--- src/rtl/sgbs_pkg.sv ---
package sgbs_pkg;

  localparam int MaxRun       = 64;
  localparam int MaxHalf      = 7;
  localparam int CoefFracBits = 16;
  localparam int TableDim     = 2 * MaxHalf + 1;
  localparam int CoefDepth    = TableDim * TableDim;

  localparam logic [1:0] STATUS_SMOOTHED = 2'd0;
  localparam logic [1:0] STATUS_NO_POS   = 2'd1;
  localparam logic [1:0] STATUS_SHORT    = 2'd2;

  localparam logic OP_LOAD   = 1'b0;
  localparam logic OP_SAMPLE = 1'b1;

  localparam logic [2:0] REG_HALF_WIDTH = 3'd0;
  localparam logic [2:0] HALF_WIDTH_RESET = 3'd2;

  typedef enum logic [1:0] {
    KIND_LOAD,
    KIND_SAMPLE,
    KIND_CLOSE
  } kind_e;

  typedef enum logic [2:0] {
    ST_IDLE,
    ST_SETUP,
    ST_ISSUE,
    ST_DRAIN,
    ST_EMIT
  } state_e;

  typedef struct packed {
    kind_e        kind;
    logic         coef_ok;
    logic [3:0]   coef_row;
    logic [3:0]   coef_col;
    logic [19:0]  coef_value;
    logic [31:0]  sample;
  } item_t;

endpackage

--- src/rtl/sgbs_front.sv ---
module sgbs_front
  import sgbs_pkg::*;
(
  input  logic                clk_i,
  input  logic                rst_ni,
  input  logic                in_valid_i,
  output logic                in_stall_o,
  input  logic                operation_i,
  input  logic [3:0]          coef_row_i,
  input  logic [3:0]          coef_col_i,
  input  logic signed [19:0]  coef_value_i,
  input  logic signed [31:0]  sample_i,
  input  logic                last_i,
  output logic                item_valid_o,
  output item_t               item_o,
  input  logic                item_pop_i
);

  item_t       buf_q [2];
  logic        wr_ptr_q, rd_ptr_q;
  logic [1:0]  cnt_q;
  logic        push, pop;
  item_t       item_new;

  always_comb begin
    item_new.coef_row   = coef_row_i;
    item_new.coef_col   = coef_col_i;
    item_new.coef_value = coef_value_i;
    item_new.sample     = sample_i;
    item_new.coef_ok    = (coef_row_i <= 4'(2 * MaxHalf)) && (coef_col_i <= 4'(2 * MaxHalf));
    if (operation_i == OP_LOAD) begin
      item_new.kind = KIND_LOAD;
    end else if (last_i) begin
      item_new.kind = KIND_CLOSE;
    end else begin
      item_new.kind = KIND_SAMPLE;
    end
  end

  assign in_stall_o   = (cnt_q == 2'd2);
  assign push         = in_valid_i && !in_stall_o;
  assign item_valid_o = (cnt_q != 2'd0);
  assign pop          = item_pop_i && item_valid_o;
  assign item_o       = buf_q[rd_ptr_q];

  always_ff @(posedge clk_i) begin
    if (push) begin
      buf_q[wr_ptr_q] <= item_new;
    end
  end

  always_ff @(posedge clk_i or negedge rst_ni) begin
    if (!rst_ni) begin
      wr_ptr_q <= 1'b0;
      rd_ptr_q <= 1'b0;
      cnt_q    <= 2'd0;
    end else begin
      if (push) wr_ptr_q <= ~wr_ptr_q;
      if (pop)  rd_ptr_q <= ~rd_ptr_q;
      cnt_q <= cnt_q + 2'(push) - 2'(pop);
    end
  end

endmodule

--- config.mk ---
export PLATFORM = sky130hd
export DESIGN_NAME = sgbs_front
export DESIGN_NICKNAME = d
export VERILOG_FILES = /design/src/rtl/sgbs_pkg.sv /design/src/rtl/sgbs_front.sv
export SDC_FILE = /design/constraint.sdc
export NUM_CORES = 1
export LEC_CHECK = 0
export BUFFER_PORTS_ARGS = -buffer_cell sky130_fd_sc_hd__buf_2
export CAP_MARGIN = 20
export CORE_MARGIN = 2
export CORE_UTILIZATION = 47
export CTS_CLUSTER_SIZE = 14
export DETAILED_ROUTE_END_ITERATION = 16
export GPL_ROUTABILITY_DRIVEN = 0
export GPL_TIMING_DRIVEN = 1
export PLACE_DENSITY = 0.73
export SLEW_MARGIN = 40
export SYNTH_ARGS = -nofsm -noshare
export SYNTH_HDL_FRONTEND = slang
export SYNTH_SLANG_ARGS = --single-unit
--- constraint.sdc ---
create_clock -name clk_i -period 4 [get_ports clk_i]
set_clock_uncertainty 0.15 [all_clocks]
set_input_delay 0.8 -clock clk_i [delete_from_list [all_inputs] [get_ports clk_i]]
set_output_delay 0.8 -clock clk_i [all_outputs]
set_load 0.005 [all_outputs]
==> impl_metrics.ini, run 1 <==
[placement]
hpwl_um = 5420
post_dp_cell_area_sq_um = 5840
io_buffers = 130

[worst_setup_path]
rrSetupSlack_ns = 2.15
r2r_start = cnt_q[1]
end_kind = output port
critPathMaxStageDelay_ns = 0.78
critical-path-slowest-cell = dfrtp_4
crit_fanout = 35
path_cells = buf_12 > mux2_4 > buf_2
rr_endpoint = buf_q[1][41]
required_ns = 3.05
crit_family = flip-flops
crit_cells = 3
path_class = register to output port
arrival_ns = 2.11
cp-start-kind = register
r2r_cells = 3
crit_buf_inv = 2

[routing]
drt-vias-per-instance = 4.83
ant_nets = 0
drc = 0
avgRoutedWirePerCell_um = 15.8
drt_iter0_drc = 99
dr.pass1.iters = 4
wl_um = 8120
dr_total_vias = 2476

[synthesis]
syn_area_sq_um = 5080
yosysTopAreaCell = edfxtp_1
synth_area_per_cell_sq_um = 23.3
ys_warn_count = 0
ys_seq_elements = 130
yosysTopAreaCellShare = 0.745
syn_inst = 218
yosysSeqAreaShare = 0.765
syn-num-nets = 286
synth.area.top_cells = edfxtp_1, mux2_4, buf_12
ys_types = 20

[pwr]
intPower_mw = 3.56
pwr-share-clk = 0.303
p_leak_nw = 2.60
power_density_nw_per_um2 = 744
netSwitchingPower_mw = 1.21
ir_drop_v = 0.000406
p_seq_frac = 0.425
p_sw_frac = 0.253
p_comb_frac = 0.272

[floorplan]
die-area_sq_um = 11700
rows = 37
start_util = 0.488
coreArea_sq_um = 10400
fp.dieW_um = 108
io_pins = 131
die_height_um = 108

[final_layout]
diodes = 0
drive_gt1_frac = 0.605
nets = 433
area_delta_synth_final_pct = 26.2
n_fill_cell = 767
stdcell_area_sq_um = 6410

[sta]
fin_crit_ns = 3.06
final_max_slew_viol_count = 0
setup_viol = 0
relSlewSlack = 0.622
fmax_ghz = 0.326
rsz0062_at_grt = no
tightest_slew_ns = 0.567
finalCritPeriodShare = 0.766
hold_viol = 0
fin_setup_tns_ns = 0

[clocking]
cts_buffers = 17
htree_levels = 4
clkTransAtPathRegs_ns = 0.05
root_buffer = clkbuf_8
cts_resized = 0
postCtsHoldBufs = 1
cts.sinks = 130
max-clock-path-buffers = 2
cts_setup_buffers = 0
clock_latency_ns = 0.49
cts_tree = yes

[worst_hold_path]
hold_path_class = register to register
min_from = cnt_q[1]
hold_depth = 1
min_delay_worst_endpoint = cnt_q[1]

[global_route]
track_usage = 0.144
grt_remaining_overflow = 0
grt_max_degree = 48
grt_pass1_wl_um = 12200
antenna_found_initial = 0
grt_pass1_vias = 2520

[flow_run]
max_cap_violations = 0

[run_status]
status = finished clean
[synth_stat cells, drive strengths merged]
library cell and count:
nand2b 1, and2 2, xnor2 3, mux2 63, nor2b 1, and3 1, edfxtp 126, or2 1
xor2 1, dfrtp 4, buf 7, nor2 1, nand2 1, a41oi 1, and4 1, inv 2
ha 2
[registers in the layout (all words and copies together) (netlist names)]
signal    count
buf_q       126
cnt_q         2
rd_ptr_q      1
wr_ptr_q      1
[layer usage]
layer	vias up	track usage	share of wire	wire [um]
li1	1159	-	-	-
met1	1221	0.173	0.42	3450
met2	92	0.238	0.51	4140
met3	4	0.0530	0.060	484
met4	0	0.0522	0.0059	48
met5	-	0	0	0
[cell usage in the layout, fill, tap and decap left out, types with 2 or more instances in the layout]
| master | instances |
|---|---|
| clkinv_2 | 4 |
| clkbuf_1 | 2 |
| mux2_4 | 59 |
| clkbuf_16 | 16 |
| clkinvlp_4 | 2 |
| xnor2_1 | 3 |
| bufinv_16 | 3 |
| clkinv_1 | 2 |
| dfrtp_1 | 3 |
| buf_12 | 2 |
| buf_4 | 2 |
| inv_1 | 2 |
| edfxtp_1 | 126 |
| mux2_2 | 4 |
| buf_2 | 130 |
| ha_1 | 2 |
[worst max path at each step]
stage                          start           to  slack (ns)
after floorplan           in_valid_i  buf_q[0][0]        0.89
after global placement      rd_ptr_q    item_o[2]        1.42
after detailed placement    rd_ptr_q    item_o[3]        1.41
after CTS                   rd_ptr_q   item_o[23]        0.88
after global routing        rd_ptr_q   item_o[50]        0.83
final                       rd_ptr_q   item_o[50]        0.94
[cell type report]
class	instances	area, sq um	share of cell area
multi-input cells	79	1060	0.166
repair buffers	135	716	0.112
clock buffers	19	422	0.0658
well taps	136	170	0.0266
flip-flops and latches	130	3890	0.607
inverters	2	7.51	0.00117
clock inverters	12	141	0.0221
[per-stage QoR]
step / total power [mW] / worst slack, ns / util / hold slack, ns / cells
floorplan: 3.00 / 0.890 / - / 0.310 / 218
global placement: 3.35 / 1.42 / 0.560 / 0.336 / 481
detailed placement: 3.39 / 1.41 / 0.560 / 0.340 / 481
CTS: 4.84 / 0.880 / 0.615 / 0.318 / 513
global route: 5.02 / 0.832 / 0.615 / 0.309 / 513
finish: 4.77 / 0.936 / 0.615 / 0.345 / 513
[power by group through the flow]
stage	registers, mW	logic (mW)	clock network [mW]
after floorplan	1.96	1.04	0
after global placement	2.05	1.31	0
after detailed placement	2.06	1.32	0
after CTS	2.04	1.33	1.48
after global routing	2.06	1.41	1.55
final	2.03	1.30	1.44
[logic make-up after synthesis]
logic type	share of synthesized area
and+or+nand+nor	0.0111
xor gates and xnor gates	0.00690
DFF	0.765
buffers and inverters	0.0273
AOI/OAI and AO/OA	0.00172
muxes	0.183
adders and majority gates	0.00493
Power figures use the tool's default switching activity.
==> run 2, diff against run 1 <==
Settings changed: ABC_AREA set to 1, CORE_UTILIZATION 47 to 52, PLACE_DENSITY 0.73 to 0.77.
Clock period 4 ns to 3.1 ns, I/O delays scaled along.
==> impl_metrics.ini, run 2 <==
[sta]
whs_ns = 0.143
relSlewSlack = 0.552
final_max_slew_viol_count = 0
tightest_slew_ns = 0.673
fin_setup_tns_ns = 0
finalCritPeriodShare = 0.838
fin_crit_ns = 2.60
setup_viol = 0
rsz0062_at_grt = no
worst_slack_ns = 0.503
hold_viol = 0
fmax_ghz = 0.385

[pwr]
ir_drop_v = 0.000489
p_leak_nw = 2.79
power_density_nw_per_um2 = 1000

[routing]
avgRoutedWirePerCell_um = 15.0
drc = 0
wl_um = 9530
dr.pass1.iters = 4
drt-vias-per-instance = 4.92
drt_iter0_drc = 123
dr_total_vias = 3134
ant_nets = 0

[final_layout]
diodes = 0
layout_commonest_cell = nand2_1
n_fill_cell = 665
layout_common_cells = nand2_1, buf_2, edfxtp_1
drive_gt1_frac = 0.321
final_cell_count_no_fill = 637
top_regs = buf_q: 126 flops, cnt_q: 2 flops
area_delta_synth_final_pct = 28.7
regMostFlops = buf_q
final_util = 0.684
largest_register_ffs = 126
nets = 582

[worst_hold_path]
hold_path_class = primary input to register
min_delay_worst_endpoint = buf_q[0][36]
min_from = coef_value_i[4]
hold_depth = 1

[global_route]
grt_remaining_overflow = 0
grt_max_degree = 65
grt_pass1_wl_um = 14200
track_usage = 0.193
antenna_found_initial = 0
grt_pass1_vias = 2998

[synthesis]
yosysTopAreaCell = edfxtp_1
synthTopCellsByCount = nand2_1, edfxtp_1, inv_1, buf_2, clkbuf_8
synth_area_per_cell_sq_um = 13.1
ys_warn_count = 0
yosysTopAreaCellShare = 0.775
synth.area.top_cells = edfxtp_1, nand2_1, dfrtp_1
syn_area_sq_um = 4880
ys_types = 11
ys_seq_elements = 130
syn_inst = 372
yosysSeqAreaShare = 0.795
ys_async_sr_fraction = 0.0308
yosys.cell_count.top_type = nand2_1
synth_edf_count = 126
syn-num-nets = 440
synth_ff_type = edfxtp_1

[floorplan]
die-area_sq_um = 10200
die_height_um = 101
coreArea_sq_um = 9200
rows = 35
fp.dieW_um = 101
start_util = 0.531
io_pins = 131

[clocking]
root_buffer = clkbuf_8
cts_setup_buffers = 0
htree_levels = 4
cts_resized = 0
cts_tree = yes
max-clock-path-buffers = 2
clock_latency_ns = 0.51
clkTransAtPathRegs_ns = 0.06
cts.sinks = 130
cts_buffers = 17

[worst_setup_path]
r2r_start = cnt_q[0]
arrival_ns = 1.83
r2r_cells = 5
cp-start-kind = register
required_ns = 2.33
worst_path_most_repeated_cell = nand2_1
critical-path-slowest-cell = dfrtp_2
end_kind = output port
crit_fanout = 39
rrSetupSlack_ns = 1.09
rr_endpoint = buf_q[0][37]
path_cells = inv_2 > buf_12 > nand2_1 > nand2_1 > buf_2
crit_buf_inv = 3
crit_family = buffers and inverters
path_class = register to output port
critPathMaxStageDelay_ns = 0.40

[placement]
pre_cts_slack_ns = 0.955
dpl.cell_count = 605
hpwl_um = 6020
io_buffers = 130

[run_status]
status = finished clean

[flow_run]
max_cap_violations = 0
run 2: kinds of logic after synthesis:
| group | share of synthesized area |
|---|---|
| AND/OR/NAND/NOR | 0.166 |
| adder cells (fa/ha/maj) | 0.00512 |
| buffers and inverters | 0.0338 |
| flip-flops | 0.795 |
run 2: power by group:
part | switching, mW | total, mW | leakage (nW) | internal [mW]
combinational | 1.04 | 1.63 | 1.26 | 0.596
sequential | 0.0993 | 2.50 | 1.22 | 2.40
clock | 0.711 | 2.18 | 0.311 | 1.47
total | 1.85 | 6.31 | 2.79 | 4.46
run 2: worst max path at each step:
stage	slack, ns	cells past startpoint	endpoint	startpoint
after floorplan	0.18	2	buf_q[1][0]	in_valid_i
after global placement	0.99	4	buf_q[0][44]	in_valid_i
after detailed placement	0.96	4	buf_q[0][31]	in_valid_i
after CTS	0.45	5	item_o[33]	rd_ptr_q
after global routing	0.34	5	item_o[54]	rd_ptr_q
final	0.50	5	item_o[33]	rd_ptr_q
run 2: metal layers:
layer / share of wire / GRT usage / vias up
li1: - / - / 1525
met1: 0.41 / 0.227 / 1480
met2: 0.52 / 0.323 / 121
met3: 0.068 / 0.0735 / 8
met4: 0.0098 / 0.0759 / 0
met5: 0 / 0 / -
run 2: metrics by stage:
step | area [sq um] | power [mW]
after floorplan | 4890 | 3.50
after global placement | 5630 | 4.12
after global routing | 6290 | 6.67
after detailed placement | 5630 | 4.19
after CTS | 6290 | 6.39
final | 6290 | 6.31
run 2: final cells by class:
| cell class | count | area, sq um | share of cell area |
|---|---|---|---|
| clock inverter | 13 | 235 | 0.0374 |
| multi-input combinational | 217 | 843 | 0.134 |
| timing repair buffer | 136 | 723 | 0.115 |
| clock buffer | 18 | 418 | 0.0665 |
| sequential | 130 | 3880 | 0.618 |
| tap | 111 | 139 | 0.0221 |
| inverter | 12 | 45.0 | 0.00716 |
run 2: repair_timing:
item | 4_1_cts | 5_1_grt
endpoints found under the hold margin | 4 | 0
hold buffers | 1 | 0
setup endpoints to repair | 0 | 0
==> run 3, diff against run 2 <==
Settings changed: ABC_AREA 1 to 0.
Clock period 3.1 ns to 2.6 ns, I/O delays scaled along.
==> impl_metrics.ini, run 3 (synthesis gave the netlist of run 1 again) <==
[routing]
dr.pass1.iters = 4
ant_nets = 0
drt-vias-per-instance = 4.84
drt_iter0_drc = 68
drc = 0
avgRoutedWirePerCell_um = 16.4
wl_um = 8470
dr_total_vias = 2499

[worst_setup_path]
arrival_ns = 1.80
critPathMaxStageDelay_ns = 0.58
critical-path-slowest-cell = dfrtp_4
path_class = register to output port
path_cells = buf_12 > mux2_4 > buf_2
crit_fanout = 21
cp-start-kind = register
required_ns = 1.93
end_kind = output port

[final_layout]
nets = 438
diodes = 0
layout_common_cells = buf_2, edfxtp_1, mux2_4
layout_commonest_cell = buf_2
top_regs = buf_q: 126 flops, cnt_q: 2 flops
final_cell_count_no_fill = 516
area_delta_synth_final_pct = 28.6
stdcell_area_sq_um = 6530
largest_register_ffs = 126
multi_input_area_sq_um = 1060
drive_gt1_frac = 0.616
n_fill_cell = 667
regArea_sq_um = 3890
regMostFlops = buf_q
final_util = 0.677

[sta]
setup_viol = 0
worst_slack_ns = 0.134
relSlewSlack = 0.643
rsz0062_at_grt = no
whs_ns = 0.0456
fin_crit_ns = 2.47
finalCritPeriodShare = 0.948
fmax_ghz = 0.406
hold_viol = 0
final_max_slew_viol_count = 0
tightest_slew_ns = 0.536
fin_setup_tns_ns = 0

[global_route]
antenna_found_initial = 0
grt_pass1_wl_um = 12500
grt_pass1_vias = 2580
grt_remaining_overflow = 0
track_usage = 0.165
grt_max_degree = 64

[clocking]
cts_resized = 0
cts_tree = yes
cts.sinks = 130
max-clock-path-buffers = 2
cts_buffers = 17
htree_levels = 4
clock_latency_ns = 0.51
clkTransAtPathRegs_ns = 0.06
root_buffer = clkbuf_8

[pwr]
p_leak_nw = 2.65
netSwitchingPower_mw = 1.95
intPower_mw = 5.76
p_comb_frac = 0.282
p_sw_frac = 0.253
pwr-share-clk = 0.322
power_density_nw_per_um2 = 1180
p_seq_frac = 0.397
ir_drop_v = 0.000717
power_mw = 7.70

[flow_run]
max_cap_violations = 0

[floorplan]
coreArea_sq_um = 9640
rows = 36
start_util = 0.527
fp.dieW_um = 103
io_pins = 131
die-area_sq_um = 10600
die_height_um = 103

[placement]
io_buffers = 130
post_dp_cell_area_sq_um = 5870
hpwl_um = 5360
pre_cts_slack_ns = 0.516
dpl.cell_count = 482

[run_status]
status = finished clean

[worst_hold_path]
hold_path_class = primary input to register
run 3: cell types whose count changed in the layout (fill, tap and decap cells not counted), moves of 4 or more:
cell / previous run / this run
inv_1: 10 / 2
nor2_1: 4 / 0
nand2_1: 207 / 1
mux2_4: 0 / 59
mux2_2: 0 / 4
run 3: layout make-up:
class | instances | area share
clock buffers | 18 | 0.0640
clock inverters | 14 | 0.0324
inverters | 2 | 0.00115
multi-input cells | 79 | 0.163
flip-flops and latches | 130 | 0.595
well taps | 133 | 0.0255
repair buffers | 140 | 0.118
run 3: timing repair:
item | CTS | global route
hold buffers | 1 | 0
endpoints found under the hold margin | 4 | 0
endpoints found under the setup margin | 24 | 0
setup buffers | 1 | 0
run 3: worst max-delay path, delay by kind of cell (launching register included):
kind | cells | cell delay [ns]
buffers and inverters | 2 | 0.37
DFF | 1 | 0.58
muxes | 1 | 0.32
run 3: per-layer routing:
metal | vias up | share of wire | GRT usage
li1 | 1171 | - | -
met1 | 1220 | 0.41 | 0.196
met2 | 99 | 0.51 | 0.272
met3 | 9 | 0.074 | 0.0637
met4 | 0 | 0.011 | 0.0698
met5 | - | 0 | 0
run 3: power by group through the flow:
| stage | Clock (mW) | Combinational (mW) | Sequential [mW] |
|---|---|---|---|
| 2_1_floorplan | 0 | 1.60 | 3.01 |
| 3_3_place_gp | 0 | 2.10 | 3.11 |
| 3_5_place_dp | 0 | 2.13 | 3.14 |
| 4_1_cts | 2.53 | 2.22 | 3.06 |
| 5_1_grt | 2.61 | 2.36 | 3.10 |
| 6_report | 2.48 | 2.17 | 3.05 |
run 3: final timing paths:
path | start | end | slack (ns) | cells after the start
min in group asynchronous | rst_ni | cnt_q[1] | 0.20 | 2
max in group asynchronous | rst_ni | rd_ptr_q | 1.96 | 2
max | rd_ptr_q | item_o[26] | 0.13 | 3
max reg2reg | cnt_q[1] | cnt_q[1] | 0.76 | 7
min | coef_value_i[15] | buf_q[1][47] | 0.05 | 1
min reg2reg | cnt_q[1] | cnt_q[1] | 0.35 | 1
